$ cat config.mk
export PLATFORM = sky130hd
export DESIGN_NAME = lav_rows
export DESIGN_NICKNAME = d
export VERILOG_FILES = /design/src/lav_pkg.sv /design/src/lav_rows.sv
export SDC_FILE = /design/constraint.sdc
export NUM_CORES = 1
export LEC_CHECK = 0
export BUFFER_PORTS_ARGS = -buffer_cell sky130_fd_sc_hd__buf_2
export CAP_MARGIN = 20
export CORE_AREA = 2 2 201 203
export CTS_BUF_LIST = sky130_fd_sc_hd__clkbuf_4 sky130_fd_sc_hd__clkbuf_8
export DETAILED_ROUTE_END_ITERATION = 16
export DIE_AREA = 0 0 203 205
export REMOVE_ABC_BUFFERS = 1
export SETUP_SLACK_MARGIN = 0.3
export SYNTH_ARGS = -nofsm -noshare
export SYNTH_HDL_FRONTEND = slang
export SYNTH_SLANG_ARGS = --single-unit
$ cat constraint.sdc
create_clock -name i_clk -period 1.61 [get_ports i_clk]
set_input_delay 0.161 -clock i_clk [delete_from_list [all_inputs] [get_ports i_clk]]
set_output_delay 0.161 -clock i_clk [all_outputs]
set_load 0.03 [all_outputs]
$ cat src/lav_pkg.sv
// Shared types and widths for the look-at view matrix block.
// Depends on nothing; every other file of the block imports it.
`default_nettype none
package lav_pkg;

    localparam logic [1:0] ROW_LAST = 2'd2;

    // One accepted item, with eye minus target already formed.
    typedef struct packed {
        logic [2:0][31:0] eye;
        logic [2:0][32:0] dif;
        logic [2:0][31:0] up;
    } t_item;

    // The finished matrix: cols[row][column], plus the degenerate flag.
    typedef struct packed {
        logic [2:0][3:0][31:0] cols;
        logic                  deg;
    } t_result;

endpackage
`default_nettype wire

$ cat src/lav_rows.sv
// Output side of the look-at block: holds one finished matrix and sends
// its three rows in order. Depends on lav_pkg for the result type.
`default_nettype none
module lav_rows (
    input  wire                 i_clk,
    input  wire                 i_rst_n,
    input  wire                 i_load,
    input  lav_pkg::t_result    i_res,
    output logic                o_busy,
    output logic                o_valid,
    input  wire                 i_stall,
    output logic [1:0]          o_row_index,
    output logic [31:0]         o_col0,
    output logic [31:0]         o_col1,
    output logic [31:0]         o_col2,
    output logic [31:0]         o_col3,
    output logic                o_last_row,
    output logic                o_degenerate
);
    import lav_pkg::*;

    logic       r_busy;
    logic [1:0] r_row;
    t_result    r_res;
    logic [3:0][31:0] w_cols;

    always_comb begin
        case (r_row)
            2'd0:    w_cols = r_res.cols[0];
            2'd1:    w_cols = r_res.cols[1];
            default: w_cols = r_res.cols[2];
        endcase
    end

    assign o_busy       = r_busy;
    assign o_valid      = r_busy;
    assign o_row_index  = r_row;
    assign o_col0       = w_cols[0];
    assign o_col1       = w_cols[1];
    assign o_col2       = w_cols[2];
    assign o_col3       = w_cols[3];
    assign o_last_row   = (r_row == ROW_LAST);
    assign o_degenerate = r_res.deg;

    always_ff @(posedge i_clk) begin
        if (i_load) begin
            r_res <= i_res;
        end
        if (!i_rst_n) begin
            r_busy <= 1'b0;
            r_row  <= 2'd0;
        end else if (i_load) begin
            r_busy <= 1'b1;
            r_row  <= 2'd0;
        end else if (r_busy && !i_stall) begin
            if (r_row == ROW_LAST) begin
                r_busy <= 1'b0;
                r_row  <= 2'd0;
            end else begin
                r_row <= r_row + 2'd1;
            end
        end
    end

    a_deg_zero: assert property (@(posedge i_clk) disable iff (!i_rst_n)
        o_valid && o_degenerate |->
            o_col0 == 32'd0 && o_col1 == 32'd0 && o_col2 == 32'd0 && o_col3 == 32'd0)
        else $error("degenerate row carries nonzero columns");

    a_row_step: assert property (@(posedge i_clk) disable iff (!i_rst_n)
        o_valid && !i_stall && r_row != ROW_LAST |=>
            o_valid && r_row == $past(r_row) + 2'd1)
        else $error("row sequence broken");

    a_load_free: assert property (@(posedge i_clk) disable iff (!i_rst_n)
        i_load |-> !r_busy)
        else $error("matrix loaded over one still being sent");

endmodule
`default_nettype wire

==> reports/metrics.yaml <==
status:
  outcome: "complete, but fails checks"
  violations: "negative setup slack"
logic_synthesis:
  ys_warn_count: 0
  synthFlopType: "edfxtp_1"
  async_flop_share_pct: 0
  yosys.area.top_type_share_pct: 79.9
  yosysTopAreaCell: "edfxtp_1"
  avgSynthCellArea_um2: 17.5
  yosysMostFrequentCell: "edfxtp_1"
  synth-seq-cells: 388
  synth_mux_area_share_pct: 8.99
  synth_xor_area_share_pct: 0
  synth_compound_area_share_pct: 4.49
  synth_common_cells: "edfxtp_1, mux2i_1, nand2_1, o21ai_1, o21ai_0"
  synth-simple-area-share_pct: 3.60
  synthAdderAreaFrac_pct: 0
  synth_cell_types: 15
  synth.area.top_cells: "edfxtp_1, mux2i_1, nand2_1"
  syn_inst: 829
  netlist_area_um2: 14500
  synth_seq_area_share_pct: 80.3
  synth-edff-count: 385
  synth_top_family_by_area: "multiplexers"
clock_network:
  clock_latency_ps: 580
  clk_root_buffer_cell: "clkbuf_8"
  path_clk_slew_ps: 60
  clk_path_buf_depth: 3
  cts_tree: "yes"
  cts_buffers: 67
  htree_levels: 3
  cts.sinks: 388
timing:
  fmax_mhz: 486
  period_share_pct: 128
  slew_headroom_pct: 78.2
  finClkSkew_ps: 9.90
  tightest_slew_ps: 327
  finalSetupViolations: 131
  hold_viol_final: 0
  fin_crit_ps: 2060
  rsz0062_at_grt: "true"
  setup_slack_ps: -446
  slew_viol_final: 0
power_and_ir_drop:
  p_int_w: 0.0183
  combinationalPowerShare_pct: 13.9
  leakage_nw: 9.44
  vdd_drop_max_v: 0.000749
  p_seq_share_pct: 50.9
  clockPowerShare_pct: 35.2
  p_switching_w: 0.00582
  switching_share_pct: 24.2
  power_density_nw_per_um2: 992
critical_path:
  worst_path_max_delay_cell: "dfxtp_4"
  cpMostUsedCell: "buf_12"
  worstPathMaxFanout: 12
  required_ps: 1450
  crit_chain: "buf_12, buf_12, mux2i_2, o21ai_1, buf_4"
  startpoint_type: "flop"
  max_stage_delay_ps: 390
  arrival_ps: 1890
  ff2ff_path_depth: 5
  crit_type: "reg -> out"
  crit_path_end_kind: "primary output"
finish:
  post-route-util_pct: 61.7
  drive_above_1_share_pct: 39.2
  multi_input_area_um2: 2650
  fillCellCount: 2758
  seq_area_um2: 11600
  fin_nets: 2233
  area_growth_syn_to_layout_pct: 67.9
global_routing:
  grt_pass1_wl_um: 65300
  use_met1_pct: 22.8
  grt_pass1_vias: 12100
  grt-ovfl-total: 0
  use_met2_pct: 37.9
  grt_usage_pct: 20.8
  grt_max_degree: 50
  antenna_found_initial: 3
  busiest_layer: "met2"
  use_met3_pct: 5.41
drt:
  ant_nets: 0
  drc: 0
  via_per_inst: 4.62
  route.final.wire_length_um: 45600
  wl_per_cell_um: 18.9
  dr.pass1.iters: 5
  vias: 11200
  drt_iter0_drc: 625
run:
  drv_cap: 0
floorplan:
  start_util_pct: 36.8
  die_h_um: 205
  die_w_um: 203
  placementRows: 73
  pin_count: 523
  coreArea_um2: 39400
  dieArea_um2: 41600
placed_design:
  io_buffers: 522
  gp_congestion: 0.839
  place_ws_ps: 150
  hpwl_um: 26600
min_path:
  holdPathStages: 2
  hold_path_class: "in -> reg"
[power by group through the flow]
stage / clock (W) / combinational (W) / sequential [W]
after floorplan: 0 / 0.00101 / 0.0124
after CTS: 0.00863 / 0.00322 / 0.0122
after detailed placement: 0 / 0.00221 / 0.0124
after global routing: 0.00913 / 0.00353 / 0.0123
final: 0.00848 / 0.00335 / 0.0123
after global placement: 0 / 0.00218 / 0.0124
[flip-flops by register name, summed over array words and instances, names as in the netlist]
register / flops
o_busy: 1
o_degenerate: 1
o_row_index: 2
r_res: 384
[final timing paths]
| check | endpoint | slack [ps] | from |
|---|---|---|---|
| setup / recovery | o_col1[8] | -450 | o_row_index[0] |
| hold / removal | r_res[183] | 40 | i_load |
| setup reg to reg | o_busy | 420 | o_row_index[1] |
| hold reg to reg | o_busy | 590 | o_busy |
[metal layers]
layer | routed length [um] | up-vias
li1 | - | 5199
met1 | 16600 | 5351
met2 | 24100 | 549
met3 | 3570 | 82
met4 | 1320 | 2
met5 | 13 | -
[critical path: cells and delay by family (launching register included)]
| family | cells | cell delay [ps] |
|---|---|---|
| buffers and inverters | 3 | 530 |
| muxes | 1 | 260 |
| AOI/OAI and AO/OA | 1 | 110 |
| DFF | 1 | 390 |
[timing repair]
action                                  in CTS  in global routing
pin swaps                                    3                  3
gates resized for setup                    199                 60
gates cloned                                 5                  5
endpoints found under the setup margin     134                134
hold buffers                               387                  0
endpoints found under the hold margin      388                  0
setup buffers                               17                  2
[layout by cell type (no fill, tap or decap), types with 2 or more instances in the layout]
cell type,count
buf_2,391
dlygate4sd3_1,387
edfxtp_1,385
buf_4,142
nand2_1,128
mux2i_1,110
o21ai_1,107
clkbuf_8,69
buf_12,27
buf_6,26
clkbuf_4,21
mux2i_2,15
clkinv_1,15
o21ai_2,13
o21ai_0,9
clkinv_2,8
buf_16,6
mux2i_4,5
buf_8,5
nor2_1,4
clkbuf_16,4
diode_2,3
dfxtp_4,3
nor2b_1,2
clkinvlp_4,2
[stage by stage]
stage                     hold WS (ps)  cell area [um2]  power, W  std cells  setup TNS, ps
after detailed placement           339            18100    0.0146       1884              0
after floorplan                    260            14100    0.0134        784        -565940
after CTS                         3.96            24000    0.0241       2408         -51920
after global placement             337            18100    0.0146       1884              0
final                             36.9            24300    0.0241       2418         -42750
after global routing              13.9            24300    0.0250       2418         -56900
[area by class of cell]
type / instances / area share, %
Sequential cell: 388 / 47.9
Timing Repair Buffer: 991 / 33.4
Multi-Input combinational cell: 396 / 10.9
Clock buffer: 88 / 4.49
Tap cell: 525 / 2.70
Clock inverter: 27 / 0.618
Antenna cell: 3 / 0.0309
[logic make-up after synthesis]
family,count (synthesis)
buffers and inverters,45
AO/OA/AOI/OAI,130
AND/OR/NAND/NOR,136
flip-flops,388
multiplexers,130
Note: power is estimated with default switching activity, not from simulation.
