==> config.mk <==
export PLATFORM = sky130hd
export DESIGN_NAME = lav_front
export DESIGN_NICKNAME = d
export VERILOG_FILES = /design/src/lav_pkg.sv /design/src/lav_front.sv
export SDC_FILE = /design/constraint.sdc
export NUM_CORES = 1
export LEC_CHECK = 0
export ABC_AREA = 1
export BUFFER_PORTS_ARGS = -buffer_cell sky130_fd_sc_hd__clkbuf_2
export CAP_MARGIN = 10
export CORE_MARGIN = 2
export CORE_UTILIZATION = 50
export DETAILED_ROUTE_END_ITERATION = 8
export GPL_TIMING_DRIVEN = 0
export PLACE_DENSITY_LB_ADDON = 0.08
export SYNTH_ARGS = -nofsm -noshare
export SYNTH_HDL_FRONTEND = slang
export SYNTH_SLANG_ARGS = --single-unit
==> constraint.sdc <==
create_clock -name i_clk -period 16.55 [get_ports i_clk]
set_input_delay 1.655 -clock i_clk [delete_from_list [all_inputs] [get_ports i_clk]]
set_output_delay 1.655 -clock i_clk [all_outputs]
set_load 0.05 [all_outputs]
==> src/lav_pkg.sv <==
// Shared types and widths for the look-at view matrix block.
// Depends on nothing; every other file of the block imports it.
`default_nettype none
package lav_pkg;

    localparam logic [1:0] ROW_LAST = 2'd2;

    // One accepted item, with eye minus target already formed.
    typedef struct packed {
        logic [2:0][31:0] eye;
        logic [2:0][32:0] dif;
        logic [2:0][31:0] up;
    } t_item;

    // The finished matrix: cols[row][column], plus the degenerate flag.
    typedef struct packed {
        logic [2:0][3:0][31:0] cols;
        logic                  deg;
    } t_result;

endpackage
`default_nettype wire

==> src/lav_front.sv <==
// Input side of the look-at block: a two-entry queue of accepted items.
// Depends on lav_pkg for the item type.
`default_nettype none
module lav_front (
    input  wire                 i_clk,
    input  wire                 i_rst_n,
    input  wire                 i_valid,
    output logic                o_stall,
    input  wire  [31:0]         i_eye_x,
    input  wire  [31:0]         i_eye_y,
    input  wire  [31:0]         i_eye_z,
    input  wire  [31:0]         i_target_x,
    input  wire  [31:0]         i_target_y,
    input  wire  [31:0]         i_target_z,
    input  wire  [31:0]         i_up_x,
    input  wire  [31:0]         i_up_y,
    input  wire  [31:0]         i_up_z,
    output logic                o_q_valid,
    output lav_pkg::t_item      o_q_item,
    input  wire                 i_q_pop
);
    import lav_pkg::*;

    t_item      r_mem [2];
    logic       r_wp;
    logic       r_rp;
    logic [1:0] r_cnt;
    t_item      w_new;
    logic       w_push;

    // Eye minus target is formed on entry, one bit wider so it never wraps.
    always_comb begin
        w_new.eye = {i_eye_z, i_eye_y, i_eye_x};
        w_new.up  = {i_up_z, i_up_y, i_up_x};
        w_new.dif[0] = {i_eye_x[31], i_eye_x} - {i_target_x[31], i_target_x};
        w_new.dif[1] = {i_eye_y[31], i_eye_y} - {i_target_y[31], i_target_y};
        w_new.dif[2] = {i_eye_z[31], i_eye_z} - {i_target_z[31], i_target_z};
    end

    assign o_stall   = (r_cnt == 2'd2);
    assign w_push    = i_valid && !o_stall;
    assign o_q_valid = (r_cnt != 2'd0);
    assign o_q_item  = r_mem[r_rp];

    always_ff @(posedge i_clk) begin
        if (w_push) begin
            r_mem[r_wp] <= w_new;
        end
    end

    always_ff @(posedge i_clk) begin
        if (!i_rst_n) begin
            r_wp  <= 1'b0;
            r_rp  <= 1'b0;
            r_cnt <= 2'd0;
        end else begin
            if (w_push) begin
                r_wp <= !r_wp;
            end
            if (i_q_pop) begin
                r_rp <= !r_rp;
            end
            r_cnt <= r_cnt + {1'b0, w_push} - {1'b0, i_q_pop};
        end
    end

endmodule
`default_nettype wire

==> metrics.log, run 1 <==
INFO  metric setup_bufs_post_cts = 0
INFO  metric tritoncts = built
INFO  metric setup_repair_after_global_routing_missed_its_margin = false
INFO  metric die_x = 244 um
INFO  metric port_buffers = 584
INFO  metric timing.critical_path.slowest_stage_cell = sky130_fd_sc_hd__buf_2
INFO  metric yosys_warnings = 0
INFO  metric die_h = 244 um
INFO  metric cts-root-buf = sky130_fd_sc_hd__clkbuf_16
INFO  metric synth_cells = 2605
INFO  metric crit_top_cell = sky130_fd_sc_hd__buf_2
INFO  metric final.fill_count = ~4900
INFO  metric period_utilisation_layout = 25.6%
INFO  metric routed_wl = 74.0 mm
INFO  metric timing.clock.skew = about 0.021 ns
INFO  metric clock_tree.htree_level_count = 2
INFO  metric critical_path_cell_list = buf_2 > buf_2 > mux2_2 > clkbuf_2
INFO  metric avgRoutedWirePerCell = 18.1 um
INFO  metric fin_nets = 3666
INFO  metric cts_repair_resize_count = 0
INFO  metric mappedNetlistNets = approximately 3000
INFO  metric gp_congestion = 0.940
INFO  metric worst_setup_path_start_kind = flip-flop
INFO  metric layout.cells.most_common_list = sky130_fd_sc_hd__nand2_1, sky130_fd_sc_hd__clkbuf_2, sky130_fd_sc_hd__edfxtp_1
INFO  metric grt_first_pass_wirelength = 111 mm
INFO  metric yosys_register_bits = 587
INFO  metric p_int = between 2 and 3 mW
INFO  metric switching_power = 1.40 mW
INFO  metric status = completed
INFO  metric hold_viol = 0
INFO  metric area_growth_from_synthesis_to_layout = 22.1%
INFO  metric cellPowerDensity = 124 nW/um^2
INFO  metric crit_buf_inv = 3
INFO  metric clock_insertion_delay_worst_skew = 0.63 ns
INFO  metric drt_iter0_markers = 1033
INFO  metric timing.hold.worst.class = flip-flop to flip-flop
INFO  metric post-route-drc-count = 0
INFO  metric deepest_clock_path_buffer_count = 3
INFO  metric final_core_utilization = between 60% and 70%
INFO  metric fin_crit = 4.23 ns
INFO  metric timing.hold.worst.start = r_rp
INFO  metric setup_viol = 0
INFO  metric synth_area = 28900 um^2
INFO  metric io_pins = 585
INFO  metric critical-path-top-delay-family = buffers and inverters
INFO  metric grt_max_degree = 32
INFO  metric cts_sinks = between 500 and 600
INFO  metric core_area = 57400 um^2
INFO  metric power.static_leakage = around 16 nW
INFO  metric cp-end-kind = output pin
INFO  metric worstPathRequired = around 15 ns
INFO  metric clk_pin_slew_worst_paths = 0.06 ns
INFO  metric postCtsHoldBufs = 0
INFO  metric grt_usage = about a quarter
INFO  metric max_fclk = roughly 240 MHz
INFO  metric worst_path_largest_cell_delay = 0.51 ns
INFO  metric number_of_antenna_violations_at_the_first_check_in_global_routing = 12
INFO  metric cts-buffers-inserted = 61
INFO  metric peak_supply_drop = 0.000101 V
INFO  metric drv.max_cap_violation_count = 0
INFO  metric post_synth.cell_area_avg = 11.1 um^2
INFO  metric timing.setup.critical_path_class = flip-flop to output pin
INFO  metric arrival = approximately 2.6 ns
INFO  metric r2r_path_start = r_cnt[0]
INFO  metric floorplan.rows = 88
INFO  metric die_area = 59700 um^2
INFO  metric seq_area_frac_synth = 60.9%
INFO  metric detailroute.via_count = 20000
INFO  metric grt.overflow.total = 0
INFO  metric dp.final_hpwl = about 58 mm
INFO  metric worst_slew_margin_rel = 39.2%
INFO  metric seq_power_share = a little over two fifths
INFO  metric net_sw_share = 32.0%
INFO  metric power = 4.36 mW
INFO  metric clock_network_power_share = approximately a third
INFO  metric via_count_of_the_first_global_routing_pass = around 20000
INFO  metric vias_per_cell = ~4.9
INFO  metric drt_pre_antenna_iters = 5
INFO  metric tightest_slew = ~0.9 ns
INFO  metric ant_nets = 0
INFO  metric start_util = 50.3%
INFO  metric yosys.cell_types.count = 25
INFO  metric final-max-slew-violation-count = 0
INFO  metric power_frac_comb = between 20 and 30%
INFO  metric layout_commonest_cell = sky130_fd_sc_hd__nand2_1
INFO  metric fraction_of_final_layout_cells_with_drive_strength_greater_than_1 = between 30% and 40%
INFO  metric path_max_fanout = 10
[sequential cells by signal, summed over array words and instances (netlist names), named ones only]
register,cells
r_cnt,2
r_mem,582
r_rp,1
r_wp,1
[routing by layer]
metal  up-vias  wire (um)  track usage, %
met1      9391      30100            29.7
met5         -         40               0
li1       9902          -               -
met2       533      36600            42.5
met4         8       2140            7.82
met3       126       5160            6.04
[synth_stat cells]
cell type	count	area share [%]
sky130_fd_sc_hd__xnor2_1	7	0.21
sky130_fd_sc_hd__nand4_1	12	0.26
sky130_fd_sc_hd__buf_4	2	0.052
sky130_fd_sc_hd__ha_1	98	4.2
sky130_fd_sc_hd__a21oi_1	62	1.1
sky130_fd_sc_hd__xor2_1	39	1.2
sky130_fd_sc_hd__nand3_1	66	1.1
sky130_fd_sc_hd__o21ai_0	3	0.052
sky130_fd_sc_hd__nand2_1	742	9.6
sky130_fd_sc_hd__nor3_1	6	0.10
sky130_fd_sc_hd__or2_2	1	0.022
sky130_fd_sc_hd__a21oi_2	2	0.061
sky130_fd_sc_hd__or2_1	3	0.065
sky130_fd_sc_hd__nand3_2	4	0.14
sky130_fd_sc_hd__edfxtp_1	582	61
sky130_fd_sc_hd__buf_2	32	0.55
sky130_fd_sc_hd__fa_1	3	0.21
sky130_fd_sc_hd__nor2_1	130	1.7
sky130_fd_sc_hd__mux2_2	291	11
sky130_fd_sc_hd__a21o_1	3	0.078
sky130_fd_sc_hd__nand2_2	24	0.52
sky130_fd_sc_hd__o21bai_1	3	0.078
sky130_fd_sc_hd__and2_1	6	0.13
sky130_fd_sc_hd__inv_1	479	6.2
sky130_fd_sc_hd__dfxtp_1	5	0.35
[metrics by stage]
step	cells	instance area [um^2]	TNS (ns)	worst slack (ns)	hold WS (ns)
finish	4093	35200	0	12.32	0.502
global placement	3954	32700	-3317.31	-5.74	0.471
CTS	4085	35200	0	12.23	0.502
floorplan	2605	28900	0	1.69	0.459
global route	4092	35200	0	12.22	0.521
detailed placement	3975	33200	0	12.27	0.487
[power by group through the flow]
| stage | Combinational [mW] | Clock [mW] | Sequential (mW) |
|---|---|---|---|
| final | 1.10 | 1.39 | 1.87 |
| after global routing | 1.18 | 1.47 | 1.88 |
| after CTS | 1.11 | 1.41 | 1.87 |
| after detailed placement | 1.11 | 0 | 1.90 |
| after global placement | 1.06 | 0 | 2.02 |
| after floorplan | 0.780 | 0 | 1.97 |
[tightest hold or removal path, stage by stage, from the launching register on]
cell,delay (ns)
sky130_fd_sc_hd__dfxtp_1,0.33
sky130_fd_sc_hd__nor2_1,0.06
sky130_fd_sc_hd__nor2_1,0.08
[worst paths after layout]
| path | end | slack (ns) | depth (start not counted) |
|---|---|---|---|
| setup / recovery | o_q_item[259] | 12.32 | 4 |
| hold / removal | flip-flop | 0.50 | 2 |
| setup reg to reg | r_mem[0][118] | 13.68 | 6 |
| hold reg to reg | flip-flop | 0.50 | 2 |
[cell type report]
| class | count | area, um^2 | area share, % |
|---|---|---|---|
| sequential | 587 | 17600 | 49.9 |
| multi-input combinational | 1505 | 9330 | 26.5 |
| tap | 765 | 957 | 2.72 |
| clock buffer | 73 | 1590 | 4.52 |
| clock inverter | 37 | 440 | 1.25 |
| antenna | 8 | 20.0 | 0.0568 |
| inverter | 479 | 1800 | 5.10 |
| timing repair buffer | 605 | 3360 | 9.53 |
| buffer | 34 | 175 | 0.497 |
[kinds of logic (layout without fill, tap and decap cells)]
| group | Yosys count | in the layout | share of synthesized area (%) |
|---|---|---|---|
| AND/OR/NAND/NOR | 994 | 994 | 13.7 |
| flip-flops | 587 | 587 | 60.9 |
| buffers and inverters | 513 | 1228 | 6.84 |
| multiplexers | 291 | 291 | 11.4 |
| adder cells (fa/ha/maj) | 101 | 101 | 4.46 |
| AO/OA/AOI/OAI | 73 | 73 | 1.34 |
| XOR/XNOR | 46 | 46 | 1.40 |
| other | 0 | 8 | 0 |
Power figures use the tool's default switching activity.
==> run 2, diff against run 1 <==
ABC_AREA = 0   (was 1)
clock period = 4.3 ns   (was 16.55 ns; I/O delays follow)
==> run 2 against run 1 <==
Compared with the run above: synthesized cell count down 33%; final cell count is 19% lower; wire length shrank 9.3%; worst setup slack got worse by 12 ns; critical path depth is the same; clock power grew to 3.7 times the previous value; highest routed layer unchanged.
==> metrics.log, run 2 <==
INFO  metric regMostFlops = r_mem
INFO  metric arrival = roughly 3 ns
INFO  metric cp-end-kind = output pin
INFO  metric crit_top_cell = sky130_fd_sc_hd__clkbuf_1
INFO  metric vias_per_cell = around 5.3
INFO  metric clk_pin_slew_worst_paths = roughly 0.06 ns
INFO  metric holdPathStages = 1
INFO  metric largest_reg_flops = slightly below 600
INFO  metric r2r_path_start = r_cnt[0]
INFO  metric worst_setup_path_start_kind = flip-flop
INFO  metric ant_nets = 0
INFO  metric cts_repair_resize_count = 0
INFO  metric drt_iter0_markers = roughly 1100
INFO  metric deepest_clock_path_buffer_count = 3
INFO  metric timing.clock.skew = 0.00889 ns
INFO  metric reg2reg_to = r_mem[0][215]
INFO  metric gp_congestion = 0.874
INFO  metric timing.hold.worst.class = input pin to flip-flop
INFO  metric final_core_utilization = 64.9%
INFO  metric tightest_slew = 1.07 ns
INFO  metric grt_max_degree = 63
INFO  metric worstHoldEndpoint = r_mem[0][278]
INFO  metric path_max_fanout = 10
INFO  metric async_flop_share = 0%
INFO  metric synth_top_cell_area_share = 66.0%
INFO  metric power.static_leakage = 13.6 nW
INFO  metric floorplan.rows = 84
INFO  metric synthDominantAreaCellType = sky130_fd_sc_hd__edfxtp_1
INFO  metric cts-buffers-inserted = 60
INFO  metric post_synth.cell_area_avg = 15.1 um^2
INFO  metric layoutNonFillerInstCount = 3299
INFO  metric grt.overflow.total = 0
INFO  metric die_h = 234 um
INFO  metric period_utilisation_layout = 81.5%
INFO  metric mappedNetlistNets = 2141
INFO  metric worst_path_largest_cell_delay = 0.80 ns
INFO  metric fin_crit = around 3.5 ns
INFO  metric hold_viol = 0
INFO  metric placement.cell_area = 30700 um^2
INFO  metric tritoncts = built
INFO  metric regToRegSetupSlack = ~2 ns
INFO  metric seq_area_frac_synth = ~66%
INFO  metric fin_nets = 2944
INFO  metric fraction_of_final_layout_cells_with_drive_strength_greater_than_1 = 38.5%
INFO  metric layout.cell_area.non_filler = 34100 um^2
INFO  metric worstPathRequired = 3.87 ns
INFO  metric max_fclk = approximately 290 MHz
INFO  metric post_synth_most_frequent_cells = sky130_fd_sc_hd__edfxtp_1, sky130_fd_sc_hd__mux2_2, sky130_fd_sc_hd__inv_1
INFO  metric synth_area = about 26000 um^2
INFO  metric timing.critical_path.slowest_stage_cell = sky130_fd_sc_hd__clkbuf_1
INFO  metric dp.final_hpwl = 49.7 mm
INFO  metric critical_path_cell_list = clkbuf_1 > clkbuf_1 > mux2_2 > clkbuf_2
INFO  metric detailedPlace.worstSlack = between 0.8 and 0.9 ns
INFO  metric yosys.cell_types.count = 66
INFO  metric peak_supply_drop = 0.000325 V
INFO  metric clock_insertion_delay_worst_skew = 0.62 ns
INFO  metric worstRegToRegCells = 7
INFO  metric grt_first_pass_wirelength = about 100 mm
INFO  metric timing.setup.critical_path_class = flip-flop to output pin
INFO  metric via_count_of_the_first_global_routing_pass = 17600
INFO  metric die_area = between 50000 and 60000 um^2
INFO  metric yosys_warnings = 0
INFO  metric die_x = 234 um
INFO  metric yosys-top-cells-area = sky130_fd_sc_hd__edfxtp_1, sky130_fd_sc_hd__mux2_2, sky130_fd_sc_hd__ha_1, sky130_fd_sc_hd__inv_1, sky130_fd_sc_hd__a21oi_1
INFO  metric avgRoutedWirePerCell = 20.3 um
INFO  metric power = 17.8 mW
INFO  metric fin_setup_tns = 0 ns
INFO  metric area_growth_from_synthesis_to_layout = 28.6%
INFO  metric post-route-drc-count = 0
INFO  metric yosys_register_bits = approximately 590
INFO  metric setup_ws = between 0.7 and 0.8 ns
INFO  metric holdWs = 0.0355 ns
INFO  metric reg_top3 = r_mem (582), r_cnt (2)
INFO  metric cts-root-buf = sky130_fd_sc_hd__clkbuf_16
INFO  metric timing.hold.worst.start = i_eye_z[19]
INFO  metric cts_sinks = 587
INFO  metric grt_usage = about a quarter
INFO  metric drt_pre_antenna_iters = 5
INFO  metric numPlacedInstances = around 3000
INFO  metric number_of_antenna_violations_at_the_first_check_in_global_routing = 13
INFO  metric layout_commonest_cell = sky130_fd_sc_hd__clkbuf_2
INFO  metric status = completed
INFO  metric detailroute.via_count = 17400
INFO  metric layout.cells.most_common_list = sky130_fd_sc_hd__clkbuf_2, sky130_fd_sc_hd__edfxtp_1, sky130_fd_sc_hd__mux2_2
INFO  metric synth_ff_type = sky130_fd_sc_hd__edfxtp_1
INFO  metric clock_tree.htree_level_count = 2
INFO  metric port_buffers = 584
INFO  metric synth_cells = 1748
INFO  metric setup_viol = 0
INFO  metric start_util = 50.5%
INFO  metric core_area = 52400 um^2
INFO  metric setup_repair_after_global_routing_missed_its_margin = false
INFO  metric io_pins = 585
INFO  metric yosys.cell_count.top_type = sky130_fd_sc_hd__edfxtp_1
INFO  metric routed_wl = around 67 mm
INFO  metric cellPowerDensity = roughly 520 nW/um^2
INFO  metric worst_slew_margin_rel = 28.5%
INFO  metric drv.max_cap_violation_count = 0
INFO  metric synth_enable_flop_cells = 582
INFO  metric final-max-slew-violation-count = 0
[run 2: cell types whose count changed in the layout (fill, tap and decap cells not counted), moves of 14 or more]
cell                            before  now
sky130_fd_sc_hd__nand2_1           742   63
sky130_fd_sc_hd__inv_1             479  131
sky130_fd_sc_hd__dlygate4sd3_1       0  140
sky130_fd_sc_hd__nor2_1            128   52
sky130_fd_sc_hd__nand3_1            66   21
sky130_fd_sc_hd__o21ai_0             3   44
sky130_fd_sc_hd__clkbuf_1           11   51
sky130_fd_sc_hd__xnor2_1             7   47
sky130_fd_sc_hd__a21o_1              3   31
sky130_fd_sc_hd__buf_2              32    4
sky130_fd_sc_hd__a21oi_1            62   88
sky130_fd_sc_hd__nand2_2            24    0
sky130_fd_sc_hd__o21a_1              0   16
sky130_fd_sc_hd__nor2b_1             0   14
[run 2: worst max path at each step]
stage	from	to	slack, ns	cells after the start
after floorplan	r_cnt[0]	r_mem[0][0]	-0.93	3
after global placement	i_valid	r_mem[0][215]	-3.59	3
after detailed placement	i_eye_y[0]	r_mem[0][161]	0.80	12
after CTS	flip-flop	o_q_item[251]	0.63	4
after global routing	flip-flop	o_q_item[259]	0.60	4
final	flip-flop	o_q_item[251]	0.80	4
[run 2: cell type report]
| cell class | count | area [um^2] |
|---|---|---|
| antenna | 11 | 27.5 |
| clock buffer | 68 | 1530 |
| sequential | 587 | 17600 |
| fill | 3968 | 18400 |
| timing repair buffer | 741 | 4740 |
| buffer | 49 | 190 |
| inverter | 131 | 492 |
| multi-input combinational | 981 | 8250 |
| tap | 688 | 861 |
| clock inverter | 43 | 390 |
[run 2: report_power, final]
part / switching, mW / leakage (nW) / internal (mW)
combinational: 3.72 / 7.24 / 1.52
sequential: 0.166 / 5.47 / 7.33
clock: 2.17 / 0.928 / 2.91
total: 6.05 / 13.6 / 11.8
[run 2: kinds of logic (layout without fill, tap and decap cells)]
logic type | count (synthesis) | in the layout | synth area share, %
buffers and inverters | 180 | 1032 | 2.57
AO/OA/AOI/OAI | 274 | 274 | 6.80
XOR/XNOR | 78 | 78 | 2.58
adder cells (fa/ha/maj) | 101 | 101 | 4.86
flip-flops | 587 | 587 | 66.4
other | 0 | 11 | 0
multiplexers | 293 | 293 | 12.5
AND/OR/NAND/NOR | 235 | 235 | 4.36
[run 2: what timing repair did]
item / in CTS / in global routing
endpoints found under the hold margin: 279 / 0
setup endpoints to repair: 0 / 0
hold buffers: 140 / 0
setup buffers: 0 / 0
[run 2: layer usage]
layer / share of wire, % / global-route usage [%] / vias up
met4: 3.7 / 9.20 / 8
li1: - / - / 8258
met2: 49 / 40.5 / 579
met1: 39 / 28.2 / 8458
met5: 0.086 / 0 / -
met3: 8.1 / 6.55 / 145
[run 2: worst max-delay path, delay by kind of cell (launching register included)]
family | cells | cell delay (ns)
buf+inv | 3 | 1.70
flops | 1 | 0.33
mux | 1 | 0.41
==> run 3, diff against run 2 <==
ABC_AREA = 1   (was 0)
clock period = 3.61 ns   (was 4.3 ns; I/O delays follow)
==> run 3 against run 2 <==
Compared with the run above: sequential share of layout area fell by 4.1 points; wire length up 14%; power increased by 11%; non-clock buffer count is 38 higher; die area is 8.8% higher; design area up 8.7%; core utilization down 0.42 points; largest power group unchanged.
==> metrics.log, run 3 (synthesis results as in run 1) <==
INFO  metric cts_repair_resize_count = 0
INFO  metric core_area = ~57000 um^2
INFO  metric vias_per_cell = 4.86
INFO  metric cts-root-buf = sky130_fd_sc_hd__clkbuf_16
INFO  metric clk_pin_slew_worst_paths = 0.06 ns
INFO  metric power.static_leakage = between 15 and 20 nW
INFO  metric worst_path_largest_cell_delay = 0.45 ns
INFO  metric layoutNonFillerInstCount = 4283
INFO  metric critical-path-top-delay-family = buffers and inverters
INFO  metric post-route-drc-count = 0
INFO  metric routed_wl = 76.6 mm
INFO  metric dp.final_hpwl = between 50 and 60 mm
INFO  metric number_of_antenna_violations_at_the_first_check_in_global_routing = 8
INFO  metric gp_congestion = 0.977
INFO  metric numPlacedInstances = 3974
INFO  metric timing.setup.critical_path_class = flip-flop to output pin
INFO  metric peak_supply_drop = around 0.00048 V
INFO  metric port_buffers = around 600
INFO  metric largest_reg_flops = 582
INFO  metric floorplan.rows = 88
INFO  metric die_x = 244 um
INFO  metric deepest_clock_path_buffer_count = 3
INFO  metric status = completed
INFO  metric via_count_of_the_first_global_routing_pass = 21000
INFO  metric detailroute.via_count = ~21000
INFO  metric hold_viol = 0
INFO  metric drt_pre_antenna_iters = 7
INFO  metric final.fill_count = 4660
INFO  metric worstPathRequired = 3.25 ns
INFO  metric cellPowerDensity = 536 nW/um^2
INFO  metric final_core_utilization = between 60% and 70%
INFO  metric grt_usage = 25.1%
INFO  metric regMostFlops = r_mem
INFO  metric final-max-slew-violation-count = 0
INFO  metric crit_buf_inv = 3
INFO  metric max_fclk = around 350 MHz
INFO  metric start_util = 50.3%
INFO  metric holdPathStages = 1
INFO  metric drt_iter0_markers = 1072
INFO  metric cts_sinks = around 590
INFO  metric timing.critical_path.slowest_stage_cell = sky130_fd_sc_hd__buf_2
INFO  metric worstRegToRegCells = 7
INFO  metric setup_repair_after_global_routing_missed_its_margin = false
INFO  metric layout.cells.most_common_list = sky130_fd_sc_hd__nand2_1, sky130_fd_sc_hd__clkbuf_2, sky130_fd_sc_hd__edfxtp_1
INFO  metric path_max_fanout = 10
INFO  metric area_growth_from_synthesis_to_layout = 28.2%
INFO  metric multi_input_comb_area = 9340 um^2
INFO  metric crit_top_cell = sky130_fd_sc_hd__buf_2
INFO  metric holdWs = about 0.037 ns
INFO  metric arrival = 2.51 ns
INFO  metric period_utilisation_layout = roughly four fifths
INFO  metric worst_setup_path_start_kind = flip-flop
INFO  metric fin_setup_tns = 0 ns
INFO  metric avgRoutedWirePerCell = around 18 um
INFO  metric die_area = 59700 um^2
INFO  metric clock_tree.htree_level_count = 2
INFO  metric grt_max_degree = 32
INFO  metric ant_nets = 0
INFO  metric grt.overflow.total = 0
INFO  metric timing.clock.skew = ~0.014 ns
INFO  metric cp-end-kind = output pin
INFO  metric drv.max_cap_violation_count = 0
INFO  metric fraction_of_final_layout_cells_with_drive_strength_greater_than_1 = 29.7%
INFO  metric clock_insertion_delay_worst_skew = 0.63 ns
INFO  metric grt_first_pass_wirelength = approximately 120 mm
INFO  metric tightest_slew = 0.966 ns
INFO  metric io_pins = 585
INFO  metric fin_nets = slightly below 4000
INFO  metric timing.hold.worst.class = input pin to flip-flop
INFO  metric setup_viol = 0
INFO  metric fin_crit = around 2.9 ns
INFO  metric tritoncts = built
INFO  metric crit_cells = 4
INFO  metric critical_path_cell_list = buf_2 > buf_2 > mux2_2 > clkbuf_2
INFO  metric reg_top3 = r_mem (582), r_cnt (2)
INFO  metric worst_slew_margin_rel = between 30% and 40%
INFO  metric die_h = 244 um
INFO  metric sequential_cell_area = 17600 um^2
INFO  metric cts-buffers-inserted = 61
INFO  metric layout_commonest_cell = sky130_fd_sc_hd__nand2_1
[run 3: cell type report]
class | count | area share (%)
antenna | 6 | 0.0406
buffer | 34 | 0.473
clock buffer | 79 | 4.36
clock inverter | 34 | 0.791
inverter | 479 | 4.86
multi-input combinational | 1505 | 25.2
sequential | 587 | 47.5
tap | 765 | 2.59
timing repair buffer | 794 | 14.2
[run 3: worst paths after layout]
kind              slack [ns]            end       start
hold reg to reg         0.51           r_rp        r_rp
hold / removal          0.04  r_mem[1][198]  i_eye_x[3]
setup / recovery        0.74  o_q_item[224]   flip-flop
setup reg to reg        1.07  r_mem[0][287]    r_cnt[1]
[run 3: layer usage]
metal / global-route usage [%] / wire length [um] / vias up / part of all wire (%)
li1: - / - / 10300 / -
met1: 30.6 / 30900 / 9765 / 40
met2: 44.2 / 38100 / 577 / 50
met3: 5.36 / 5000 / 138 / 6.5
met4: 8.57 / 2490 / 6 / 3.3
met5: 0 / 38 / - / 0.050
[run 3: worst reg2reg max path: stages (launching register included)]
cell	delay [ns]
sky130_fd_sc_hd__dfxtp_1	0.32
sky130_fd_sc_hd__inv_2	0.09
sky130_fd_sc_hd__o21ai_4	0.09
sky130_fd_sc_hd__nor2_4	0.65
sky130_fd_sc_hd__buf_12	0.31
sky130_fd_sc_hd__buf_12	0.26
sky130_fd_sc_hd__buf_12	0.24
sky130_fd_sc_hd__buf_12	0.24
[run 3: repair_timing]
| action | CTS | global route |
|---|---|---|
| hold buffers | 190 | 0 |
| endpoints found under the hold margin | 381 | 0 |
| setup buffers | 0 | 0 |
[run 3: power by group]
group | switching [mW] | leakage (nW) | internal, mW
Sequential | 0.152 | 5.47 | 8.43
Combinational | 3.72 | 10.8 | 1.52
Clock | 2.59 | 0.930 | 3.44
[run 3: stage by stage]
stage / power [mW] / instance area, um^2 / setup slack, ns
2_1_floorplan: 12.4 / 28900 / -1.59
3_3_place_gp: 13.7 / 32800 / -4.24
3_5_place_dp: 13.8 / 33200 / 0.968
4_1_cts: 20.0 / 37000 / 0.632
5_1_grt: 20.6 / 37000 / 0.599
6_report: 19.8 / 37000 / 0.737
